`src/rtl/ffa_pkg.sv`:
```
// Shared types and codes for the first-fit extent allocator.
// No dependencies.
package ffa_pkg;

  localparam int unsigned CFG_ADDR_W = 3;

  localparam logic [1:0] ST_OK    = 2'd0;
  localparam logic [1:0] ST_NOGAP = 2'd1;
  localparam logic [1:0] ST_FULL  = 2'd2;
  localparam logic [1:0] ST_BADH  = 2'd3;

  localparam logic ACTION_ALLOC = 1'b0;
  localparam logic ACTION_FREE  = 1'b1;

  localparam logic REG_DISK_SIZE  = 1'b0;
  localparam logic REG_DATA_START = 1'b1;

  typedef enum logic [2:0] {
    ACT_NONE    = 3'd0,
    ACT_PLACE   = 3'd1,
    ACT_NOGAP   = 3'd2,
    ACT_FULL    = 3'd3,
    ACT_ADVANCE = 3'd4,
    ACT_RELEASE = 3'd5,
    ACT_BADH    = 3'd6,
    ACT_RELOAD  = 3'd7
  } ffa_act_t;

  typedef struct packed {
    logic     rd_en;
    logic     hsel;
    logic     scan;
    logic     reload;
    logic     slot_chk;
    logic     item_init;
    logic     pass_init;
    logic     rl_init;
    ffa_act_t act;
  } ffa_cmd_t;

  typedef struct packed {
    logic got_slot;
    logic found;
    logic gap_fit;
    logic end_fit;
    logic hval;
  } ffa_sts_t;

endpackage

```
`src/rtl/ffa_ctrl.sv`:
```
// Sequencer for the allocator: table walks, free, reload, result commit.
// Depends on ffa_pkg.
module ffa_ctrl
  import ffa_pkg::*;
#(
  parameter int unsigned MAX_EXTENTS = 64
) (
  input  logic                           clk,
  input  logic                           rst,
  input  logic                           cfg_wr,
  input  logic                           in_valid,
  input  logic                           in_action,
  input  logic                           out_ready,
  input  ffa_sts_t                       sts,
  output ffa_cmd_t                       cmd,
  output logic [$clog2(MAX_EXTENTS)-1:0] rd_idx,
  output logic                           in_ready,
  output logic                           out_valid
);

  localparam int unsigned IW = $clog2(MAX_EXTENTS);
  localparam logic [IW-1:0] LAST = IW'(MAX_EXTENTS - 1);

  typedef enum logic [8:0] {
    S_IDLE    = 9'b000000001,
    S_SCAN    = 9'b000000010,
    S_DRAIN   = 9'b000000100,
    S_STEP    = 9'b000001000,
    S_FREE_RD = 9'b000010000,
    S_FREE_WB = 9'b000100000,
    S_RELOAD  = 9'b001000000,
    S_RDRAIN  = 9'b010000000,
    S_RFIN    = 9'b100000000
  } state_t;

  state_t        state, state_next;
  logic [IW-1:0] idx, idx_next;
  logic          first, first_next;
  logic          out_free, commit;

  assign out_free = !out_valid || out_ready;
  assign in_ready = (state == S_IDLE) && !cfg_wr;
  assign rd_idx   = idx;
  assign commit   = (cmd.act == ACT_PLACE) || (cmd.act == ACT_NOGAP) ||
                    (cmd.act == ACT_FULL) || (cmd.act == ACT_RELEASE) ||
                    (cmd.act == ACT_BADH);

  always_comb begin
    state_next = state;
    idx_next   = idx;
    first_next = first;
    cmd        = '0;
    cmd.act    = ACT_NONE;
    unique case (state)
      S_IDLE: begin
        if (cfg_wr) begin
          state_next = S_RELOAD;
          idx_next   = '0;
        end else if (in_valid) begin
          cmd.item_init = 1'b1;
          idx_next      = '0;
          first_next    = 1'b1;
          state_next    = (in_action == ACTION_FREE) ? S_FREE_RD : S_SCAN;
        end
      end
      S_SCAN: begin
        cmd.rd_en    = 1'b1;
        cmd.scan     = 1'b1;
        cmd.slot_chk = first;
        idx_next     = idx + 1'b1;
        if (idx == LAST) begin
          state_next = S_DRAIN;
        end
      end
      S_DRAIN: begin
        state_next = S_STEP;
      end
      S_STEP: begin
        if (first && !sts.got_slot) begin
          if (out_free) begin
            cmd.act    = ACT_FULL;
            state_next = S_IDLE;
          end
        end else if (!sts.found) begin
          if (out_free) begin
            cmd.act    = sts.end_fit ? ACT_PLACE : ACT_NOGAP;
            state_next = S_IDLE;
          end
        end else if (sts.gap_fit) begin
          if (out_free) begin
            cmd.act    = ACT_PLACE;
            state_next = S_IDLE;
          end
        end else begin
          cmd.act       = ACT_ADVANCE;
          cmd.pass_init = 1'b1;
          first_next    = 1'b0;
          idx_next      = '0;
          state_next    = S_SCAN;
        end
      end
      S_FREE_RD: begin
        cmd.rd_en  = 1'b1;
        cmd.hsel   = 1'b1;
        state_next = S_FREE_WB;
      end
      S_FREE_WB: begin
        if (out_free) begin
          cmd.act    = sts.hval ? ACT_RELEASE : ACT_BADH;
          state_next = S_IDLE;
        end
      end
      S_RELOAD: begin
        cmd.rd_en   = 1'b1;
        cmd.reload  = 1'b1;
        cmd.rl_init = (idx == '0);
        idx_next    = idx + 1'b1;
        if (idx == LAST) begin
          state_next = S_RDRAIN;
        end
        if (cfg_wr) begin
          idx_next   = '0;
          state_next = S_RELOAD;
        end
      end
      S_RDRAIN: begin
        state_next = S_RFIN;
        if (cfg_wr) begin
          idx_next   = '0;
          state_next = S_RELOAD;
        end
      end
      S_RFIN: begin
        if (cfg_wr) begin
          idx_next   = '0;
          state_next = S_RELOAD;
        end else begin
          cmd.act    = ACT_RELOAD;
          state_next = S_IDLE;
        end
      end
      default: begin
        state_next = S_IDLE;
      end
    endcase
  end

  always_ff @(posedge clk) begin
    if (rst) begin
      state     <= S_IDLE;
      idx       <= '0;
      first     <= 1'b0;
      out_valid <= 1'b0;
    end else begin
      state <= state_next;
      idx   <= idx_next;
      first <= first_next;
      if (commit) begin
        out_valid <= 1'b1;
      end else if (out_ready) begin
        out_valid <= 1'b0;
      end
    end
  end

endmodule

```
`config.mk`:
```
export PLATFORM = sky130hd
export DESIGN_NAME = ffa_ctrl
export DESIGN_NICKNAME = d
export VERILOG_FILES = /design/src/rtl/ffa_pkg.sv /design/src/rtl/ffa_ctrl.sv
export SDC_FILE = /design/constraint.sdc
export NUM_CORES = 1
export LEC_CHECK = 0
export ABC_AREA = 0
export BUFFER_PORTS_ARGS = -buffer_cell sky130_fd_sc_hd__buf_2
export CELL_PAD_IN_SITES_DETAIL_PLACEMENT = 0
export CELL_PAD_IN_SITES_GLOBAL_PLACEMENT = 1
export CORE_MARGIN = 4
export CORE_UTILIZATION = 29
export CTS_CLUSTER_DIAMETER = 120
export DETAILED_ROUTE_END_ITERATION = 8
export PLACE_DENSITY_LB_ADDON = 0.1
export SETUP_SLACK_MARGIN = 0.5
export SYNTH_ARGS = -nofsm -noshare
export SYNTH_HDL_FRONTEND = slang
export SYNTH_SLANG_ARGS = --single-unit
```
`constraint.sdc`:
```
create_clock -name clk -period 1.8 [get_ports clk]
set_input_delay 0 -clock clk [delete_from_list [all_inputs] [get_ports clk]]
set_output_delay 0 -clock clk [all_outputs]
set_load 0.05 [all_outputs]
```
==> results.py, run 1 <==
metrics = {
    "outcome": {
        "status": "complete, but fails checks",
        "violations": "setup timing",
    },
    "logic_synthesis": {
        "ys_ff_latch": 17,
        "yosysWarnings": 0,
        "syn_avg_cell_area_sq_um": 8.074,
        "synth_top_family_by_area": "simple AND/OR/NAND/NOR gates",
        "synthMuxAreaShare": 0,
        "synth_cell_type_count": 46,
        "synth_compound_area_frac": 0.1632,
        "synth_nets": 163,
        "synth_xor_area_frac": 0.05785,
        "synth-simple-area-share": 0.4008,
        "synthAdderAreaFrac": 0.02066,
        "ys_seq_area_frac": 0.2810,
        "syn-cell-area_sq_um": 1211,
        "synth_cells": 150,
    },
    "finish": {
        "fillers": 370,
        "antenna_cells": 0,
        "drive_gt1_frac": 0.6104,
        "design_area_sq_um": 2240,
        "syn_to_final_growth_pct": 84.92,
        "nets": 245,
    },
    "placed_design": {
        "placed_cell_area_sq_um": 1719,
        "port_buffers": 29,
        "globalplace.congestion": 0.8424,
        "hpwl_mm": 2.938,
    },
    "sta": {
        "finalWorstSetupSlack_ns": -0.1732,
        "maxSlewViolCount": 0,
        "rsz0062_at_grt": "yes",
        "skew_ns": 0.003582,
        "fmax_mhz": 506.8,
        "finalSetupViolCount": 20,
        "hold_violations": 0,
        "max-slew-margin-rel": 0.7545,
        "post-route-period-util": 1.096,
        "worst_pin_slew_ns": 0.3682,
        "fin_crit_ns": 1.973,
    },
    "routing": {
        "totalWireLength_mm": 4.434,
        "viasPerCell": 5.078,
        "dr.pass1.iters": 4,
        "num_vias": 1427,
        "drc": 0,
        "wire_per_inst_microns": 15.78,
        "drtAntennaViolNets": 0,
        "dr.first_iter.drc_count": 70,
    },
    "die": {
        "die-area_sq_um": 5274,
        "die_h_microns": 72.63,
        "placementRows": 23,
        "die_w_microns": 72.63,
        "coreArea_sq_um": 4029,
        "initial_utilization": 0.3006,
        "pin_count": 30,
    },
    "power_and_ir_drop": {
        "power_frac_clock": 0.192,
        "combPwrFrac": 0.528,
        "p_total_mw": 1.539,
        "seqPwrFrac": 0.280,
        "p_sw_mw": 0.5634,
        "swShare": 0.3662,
        "total_leakage_power_nw": 0.9668,
        "pwr_density_cell_nw_per_um2": 687.0,
        "irDropWorstVdd_uv": 381.8,
        "intPower_mw": 0.9752,
    },
    "global_route": {
        "grt_pass1_vias": 1475,
        "grt_pass1_wl_mm": 7.272,
        "grt_max_degree": 17,
        "grt.total_usage": 0.1772,
        "overflow": 0,
        "antenna_found_initial": 0,
    },
    "clocking": {
        "h-tree-depth": 1,
        "clk_pin_slew_ns": 0.07,
        "insertion_delay_ns": 0.26,
        "cts_tree": "yes",
        "cts_root_buf": "clkbuf_8",
        "cts_sinks": 17,
        "cts_max_path_buffers": 2,
        "cts_made_buffers": 3,
    },
    "worst_setup_path": {
        "r2r_cells": 7,
        "cp-end-kind": "output pin",
        "worstSetupPathType": "flip-flop to output pin",
        "critPathBufInv": 3,
        "ff2ff_setup_slack_ns": -0.13,
        "critPathRequiredTime_ns": 1.80,
        "worst_path_largest_cell_delay_ns": 0.57,
        "slowest_stage": "or4_4",
        "crit_path_max_fanout": 3,
        "crit_family": "simple AND/OR/NAND/NOR gates",
        "start_kind": "flip-flop",
        "r2r_start": "state[7]",
        "cp.arrival_ns": 1.97,
        "worstPathCellList": "or4_4, buf_12, nor2_4, nand3b_1, clkinvlp_4, and3_4, buf_8",
        "r2r_end": "state[1]",
    },
    "min_path": {
        "hold_path_depth": 4,
        "worst_hold_startpoint": "in_valid",
        "min_to": "first",
        "hp-class": "input port to flip-flop",
    },
    "flow_run": {
        "cap_violations": 0,
    },
}
## cells by family (layout without fill, tap and decap cells)
family	count (synthesis)	in the layout
buffers and inverters	19	100
adder cells (fa/ha/maj)	2	2
flip-flops	17	17
AND/OR/NAND/NOR	77	77
XOR/XNOR	8	8
AO/OA/AOI/OAI	27	27
## power groups by stage
stage | Clock [mW] | Sequential, mW | Combinational [mW]
after floorplan | 0 | 0.421 | 0.391
after global placement | 0 | 0.442 | 0.593
after detailed placement | 0 | 0.443 | 0.595
after CTS | 0.303 | 0.426 | 0.756
after global routing | 0.323 | 0.436 | 0.859
final | 0.295 | 0.431 | 0.813
## Yosys cell counts (all sizes together)
master,number,area [sq um]
inv,11,41.29
and3,2,12.51
a31oi,2,12.51
or4,1,11.26
o21ai,3,15.01
or3,3,18.77
and4,1,8.760
o21a,2,15.01
o32ai,4,42.55
nand3,12,60.06
a211oi,4,35.03
nor2b,2,12.51
nand4b,1,8.760
a21oi,6,30.03
buf,6,43.79
and2b,1,7.510
nand4,2,12.51
a2111o,1,11.26
o211ai,1,7.510
a21o,1,7.510
o22ai,2,12.51
o2111ai,1,8.760
nand3b,1,7.510
nand2b,6,37.54
nor4,4,61.31
and2,3,18.77
nand2,9,33.78
dfxtp,17,340.3
ha,2,25.02
or3b,1,8.760
xor2,5,43.79
nor4b,5,58.80
clkbuf,2,7.510
nor3,4,25.02
nor2,17,63.81
xnor2,3,26.28
and4b,1,10.01
nor3b,1,7.510
## worst reg2reg max path, stage by stage, from the launching register on
cell and delay [ns]:
dfxtp_4 0.37, buf_4 0.14, nor4_4 0.28, nand2_1 0.12, buf_4 0.15, a21o_1 0.18
a2111o_1 0.50, o32ai_2 0.11
## timing repair
| item | 4_1_cts | 5_1_grt |
|---|---|---|
| endpoints found under the hold margin | 2 | 0 |
| hold buffers | 2 | 0 |
| resized for setup | 64 | 14 |
| pin swaps | 16 | 3 |
| setup endpoints to repair | 29 | 29 |
| buffers inserted | 18 | 4 |
## layer usage
layer  GRT usage  share of wire
met5           0              0
met4     0.06148          0.013
met3     0.03030          0.037
met2      0.2996           0.51
met1      0.2261           0.44
## layout by cell type, fill, tap and decap left out, types with 3 or more instances in the layout
master,instances
buf_4,45
buf_2,17
nor2_1,14
buf_8,11
nand2_1,9
buf_6,9
inv_1,8
nand3_1,7
dfxtp_4,7
nand2b_1,6
dfxtp_2,6
xor2_1,5
a21oi_1,5
nor4b_4,4
dfxtp_1,4
nor4_4,3
or3_4,3
clkinvlp_4,3
nand3_2,3
a211oi_2,3
xnor2_1,3
clkbuf_8,3
## through the flow
step	TNS, ns	utilization	std cells	worst slack [ns]	hold WS (ns)
floorplan	-0.01862	-	150	-0.01862	0.06972
finish	-1.507	0.5559	281	-0.1732	0.1222
global placement	-0.2460	0.4267	253	-0.06138	0.2463
CTS	-1.093	0.5332	277	-0.1785	0.1164
detailed placement	-0.4387	0.4267	253	-0.08871	0.2383
global route	-3.216	0.5559	281	-0.2665	0.1405
## cell type report
type / instances / area, sq um / area share
Multi-Input combinational cell: 114 / 974.7 / 0.4352
Inverter: 11 / 52.55 / 0.02346
Sequential cell: 17 / 374.1 / 0.1670
Tap cell: 50 / 62.56 / 0.02793
Timing Repair Buffer: 85 / 729.5 / 0.3257
Clock inverter: 1 / 5.005 / 0.002235
Clock buffer: 3 / 41.29 / 0.01844
## flip-flops by register name, summed over array words and instances, names as in the netlist
register	count
out_valid	1
state	9
rd_idx	6
first	1
## worst max-delay path by stage
stage             start   endpoint  slack (ns)  depth (start not counted)
2_1_floorplan  state[0]     cmd[1]       -0.02                          6
5_1_grt        state[4]     cmd[1]       -0.27                          8
6_report       state[4]     cmd[3]       -0.17                          7
4_1_cts        state[4]     cmd[3]       -0.18                          7
3_3_place_gp   state[4]  rd_idx[1]       -0.06                          6
3_5_place_dp   state[6]   state[1]       -0.09                          5
Power figures use the tool's default switching activity.
==> run 2, diff against run 1 <==
CORE_UTILIZATION = 34   (was 29)
==> run 2 against run 1 <==
The run still ends with setup timing left. Register-to-register slack hardly changed. First-iteration DRC count is 36% higher. Utilization is 9.7 points higher. Final cell count is 2.1% lower. Non-clock buffer count is 2 lower. Combinational power is 1% higher. Design area is 1.2% lower. Critical path type unchanged.
==> results.py, run 2 (synthesis gave the netlist of run 1 again) <==
metrics = {
    "outcome": {
        "status": "complete, but fails checks",
        "violations": "setup timing",
    },
    "global_route": {
        "met3_usage": 0.03328,
        "grt_max_degree": 17,
        "antenna_found_initial": 0,
        "grt_use_met2": 0.3317,
        "grt-busiest-layer": "met2",
        "use_met1": 0.2729,
        "grt_pass1_wl_mm": 7.100,
        "grt_pass1_vias": 1506,
        "grt.total_usage": 0.2056,
        "overflow": 0,
    },
    "sta": {
        "fmax_mhz": 485.7,
        "maxSlewViolCount": 0,
        "fin_setup_tns_ns": -2.799,
        "finalSetupViolCount": 20,
        "post-route-period-util": 1.144,
        "max-slew-margin-rel": 0.7308,
        "finalWorstSetupSlack_ns": -0.2588,
        "fin_crit_ns": 2.059,
        "skew_ns": 0.007684,
        "hold_violations": 0,
        "rsz0062_at_grt": "yes",
        "worst_pin_slew_ns": 0.4038,
    },
    "finish": {
        "fin_util": 0.6526,
        "antenna_cells": 0,
        "top_register": "state",
        "largest_reg_flops": 9,
        "mostFrequentLayoutCell": "buf_4",
        "drive_gt1_frac": 0.6245,
        "design_area_sq_um": 2212,
        "final_cells": 275,
        "syn_to_final_growth_pct": 82.64,
        "layout_common_cells": "40 x buf_4, 17 x buf_2, 14 x nor2_1, 14 x buf_6, 10 x buf_8",
        "nets": 243,
    },
    "placed_design": {
        "hpwl_mm": 2.874,
        "dpl.cell_count": 251,
        "globalplace.congestion": 0.8277,
        "port_buffers": 29,
        "placed_cell_area_sq_um": 1717,
    },
    "worst_setup_path": {
        "critPathRequiredTime_ns": 1.80,
        "start_kind": "flip-flop",
        "r2r_end": "state[7]",
        "cp-end-kind": "output pin",
        "ff2ff_setup_slack_ns": -0.14,
        "r2r_cells": 7,
        "r2r_start": "state[7]",
        "cp.arrival_ns": 2.06,
        "worstSetupPathType": "flip-flop to output pin",
        "crit_path_max_fanout": 4,
    },
    "routing": {
        "wire_per_inst_microns": 15.67,
        "drc": 0,
        "dr.first_iter.drc_count": 95,
        "num_vias": 1433,
        "drtAntennaViolNets": 0,
        "dr.pass1.iters": 4,
        "viasPerCell": 5.211,
        "totalWireLength_mm": 4.309,
    },
    "clocking": {
        "cts_root_buf": "clkbuf_4",
        "cts_sinks": 17,
        "cts_tree": "yes",
        "clk_pin_slew_ns": 0.11,
        "cts_max_path_buffers": 2,
        "cts_made_buffers": 3,
        "insertion_delay_ns": 0.31,
        "h-tree-depth": 1,
    },
    "die": {
        "pin_count": 30,
        "placementRows": 21,
        "initial_utilization": 0.3573,
        "die-area_sq_um": 4581,
        "die_w_microns": 67.69,
        "die_h_microns": 67.69,
        "coreArea_sq_um": 3390,
    },
    "power_and_ir_drop": {
        "total_leakage_power_nw": 0.9588,
        "irDropWorstVdd_uv": 371.5,
        "p_total_mw": 1.482,
        "pwr_density_cell_nw_per_um2": 669.8,
    },
    "min_path": {
        "min_to": "first",
        "hold_path_depth": 4,
        "worst_hold_startpoint": "in_valid",
        "hp-class": "input port to flip-flop",
    },
    "flow_run": {
        "cap_violations": 0,
    },
}
[run 2: changes by cell type in the layout (fill, tap and decap cells not counted), sizes merged]
cell      delta
clkinvlp     +1
buf          -2
clkinv       -1
[run 2: per-layer routing]
| layer | vias to the layer above | share of wire |
|---|---|---|
| met3 | 6 | 0.039 |
| li1 | 701 | - |
| met2 | 41 | 0.49 |
| met4 | 0 | 0.013 |
| met5 | - | 0 |
| met1 | 685 | 0.46 |
[run 2: layout make-up]
cell class	count	area (sq um)
Timing Repair Buffer	83	713.2
Clock inverter	1	7.507
Sequential cell	17	374.1
Inverter	11	52.55
Tap cell	46	57.56
Clock buffer	3	22.52
Multi-Input combinational cell	114	984.7
Fill cell	273	1177
[run 2: per-stage QoR]
stage,setup WS [ns],hold slack (ns)
finish,-0.2588,0.08514
global route,-0.3331,0.1184
CTS,-0.2736,0.06090
detailed placement,-0.08724,0.2548
global placement,-0.06072,0.2570
floorplan,-0.01862,0.06972
[run 2: worst max-delay path, stage by stage (launching register included)]
cell and delay [ns]:
dfxtp_1 0.37, or4_4 0.58, buf_6 0.15, nor2_4 0.09
nand3b_1 0.16, clkinvlp_4 0.11, and3_4 0.17, buf_8 0.14
[run 2: how the worst max path moves through the flow]
stage,start,to,slack [ns],cells after the start
6_report,state[2],cmd[3],-0.26,7
5_1_grt,state[2],cmd[1],-0.33,6
4_1_cts,state[3],cmd[3],-0.27,7
3_5_place_dp,state[7],state[1],-0.09,5
3_3_place_gp,state[7],state[4],-0.06,5
2_1_floorplan,state[0],cmd[1],-0.02,6
[run 2: where the power goes]
group	internal, mW	switching [mW]	total, mW
registers	0.396	0.0334	0.429
clock network	0.0848	0.145	0.230
logic	0.436	0.386	0.823
[run 2: what timing repair did]
item,in CTS,in global routing
hold buffers,2,0
gates cloned,0,0
gates resized for setup,72,12
pin swaps,18,15
endpoints found under the setup margin,29,29
hold endpoints to repair,2,0
buffers inserted,13,5
==> run 3, diff against run 2 <==
SKIP_CTS_REPAIR_TIMING = 1   (was unset)
==> run 3 against run 2 <==
The flow still finishes with violations (setup timing). Fmax about the same. Total power shrank 3.7%. Flip-flop and latch count is the same. Critical path depth down 2. Utilization down 3.0 points. Count of clock-buffer cells in the layout unchanged. Wire length down 2.8%. Design area fell by 4.6%. Critical endpoint is now cmd[6]. Largest power group unchanged.
==> results.py, run 3 (synthesis gave the netlist of run 1 again) <==
metrics = {
    "sta": {
        "holdWs_ns": 0.07894,
        "hold_violations": 0,
        "fmax_mhz": 485.8,
        "rsz0062_at_grt": "yes",
        "max-slew-margin-rel": 0.7354,
        "post-route-period-util": 1.144,
        "skew_ns": 0.01233,
        "finalSetupViolCount": 16,
        "fin_setup_tns_ns": -2.431,
        "fin_crit_ns": 2.059,
        "worst_pin_slew_ns": 0.3969,
        "maxSlewViolCount": 0,
        "finalWorstSetupSlack_ns": -0.2586,
    },
    "power_and_ir_drop": {
        "intPower_mw": 0.8712,
        "seqPwrFrac": 0.315,
        "swShare": 0.3897,
        "power_frac_clock": 0.162,
        "total_leakage_power_nw": 0.8933,
        "pwr_density_cell_nw_per_um2": 676.3,
        "irDropWorstVdd_uv": 398.4,
        "p_sw_mw": 0.5564,
        "combPwrFrac": 0.523,
    },
    "finish": {
        "largest_reg_flops": 9,
        "antenna_cells": 0,
        "final_cells": 266,
        "syn_to_final_growth_pct": 74.28,
        "layout_common_cells": "37 x buf_4, 17 x buf_2, 13 x nor2_1, 11 x buf_6, 9 x nand3_1",
        "top_register": "state",
        "drive_gt1_frac": 0.6091,
        "mostFrequentLayoutCell": "buf_4",
        "nets": 234,
        "design_area_sq_um": 2111,
        "fillers": 286,
    },
    "placed_design": {
        "dpl.cell_count": 251,
        "place_ws_ns": -0.08724,
        "globalplace.congestion": 0.8277,
        "port_buffers": 29,
        "hpwl_mm": 2.874,
        "placed_cell_area_sq_um": 1717,
    },
    "worst_setup_path": {
        "critPathRequiredTime_ns": 1.80,
        "worstSetupPathType": "flip-flop to output pin",
        "cp-end-kind": "output pin",
        "worstPathCellList": "or4_4, or3_4, clkinvlp_4, and2_4, buf_4",
        "worst_path_largest_cell_delay_ns": 0.58,
        "slowest_stage": "or4_4",
        "start_kind": "flip-flop",
        "cp.arrival_ns": 2.06,
        "crit_path_max_fanout": 4,
    },
    "global_route": {
        "grt_pass1_wl_mm": 6.037,
        "grt_max_degree": 17,
        "antenna_found_initial": 0,
        "grt.total_usage": 0.1753,
        "grt_pass1_vias": 1328,
        "overflow": 0,
    },
    "routing": {
        "num_vias": 1389,
        "drc": 0,
        "drtAntennaViolNets": 0,
        "dr.pass1.iters": 4,
        "wire_per_inst_microns": 15.75,
        "dr.first_iter.drc_count": 88,
        "viasPerCell": 5.222,
        "totalWireLength_mm": 4.189,
    },
    "clocking": {
        "h-tree-depth": 1,
        "cts_root_buf": "clkbuf_4",
        "cts_made_buffers": 3,
        "cts_sinks": 17,
        "cts_tree": "yes",
        "clk_pin_slew_ns": 0.12,
        "insertion_delay_ns": 0.31,
        "cts_max_path_buffers": 2,
    },
    "die": {
        "pin_count": 30,
        "initial_utilization": 0.3573,
        "die_w_microns": 67.69,
        "die-area_sq_um": 4581,
        "coreArea_sq_um": 3390,
        "placementRows": 21,
        "die_h_microns": 67.69,
    },
    "outcome": {
        "status": "complete, but fails checks",
        "violations": "setup timing",
    },
    "flow_run": {
        "cap_violations": 0,
    },
    "min_path": {
        "hp-class": "input port to flip-flop",
    },
}
==> run 3: cell count changes in the layout (fill, tap and decap cells not counted), moves of 2 or more <==
| cell | before | now |
|---|---|---|
| buf_8 | 10 | 7 |
| dfxtp_2 | 6 | 8 |
| nor4b_4 | 2 | 4 |
| dfxtp_4 | 7 | 5 |
| nor4b_2 | 2 | 0 |
| buf_6 | 14 | 11 |
| buf_4 | 40 | 37 |
==> run 3: worst paths after layout <==
kind,start,to,slack (ns),cells past startpoint
worst max-delay path,state[4],cmd[6],-0.26,5
worst max register to register,state[4],state[1],-0.19,7
worst min register to register,rd_idx[0],rd_idx[0],0.52,1
worst min-delay path,rst,state[6],0.08,2
==> run 3: power by group through the flow <==
stage               clock network, mW  logic [mW]  registers, mW
floorplan                           0       0.391          0.421
global placement                    0       0.569          0.440
detailed placement                  0       0.574          0.441
CTS                             0.240       0.579          0.432
global route                    0.249       0.794          0.454
finish                          0.231       0.746          0.450
==> run 3: area by class of cell <==
type                       instances  area [sq um]  area share
timing repair buffer              74         611.8      0.2899
multi-input combinational        114         989.7      0.4689
clock buffer                       3         22.52     0.01067
clock inverter                     1         7.507    0.003557
inverter                          11         52.55     0.02490
sequential                        17         369.1      0.1749
tap                               46         57.56     0.02727
==> run 3: metal layers <==
layer | track usage | vias to the layer above | part of all wire
li1 | - | 679 | -
met1 | 0.2410 | 667 | 0.47
met2 | 0.2758 | 36 | 0.48
met3 | 0.01997 | 7 | 0.027
met4 | 0.07089 | 0 | 0.016
met5 | 0 | - | 0
==> run 3: critical path, delay by kind of cell, from the launching register on <==
family,cells,cell delay (ns)
simple gates,3,1.11
buf+inv,2,0.29
flops,1,0.34
==> run 3: metrics by stage <==
stage	power [mW]	util
after floorplan	0.8123	-
after global placement	1.009	0.5065
after detailed placement	1.015	0.5065
after CTS	1.251	0.5153
after global routing	1.496	0.6227
final	1.428	0.6227
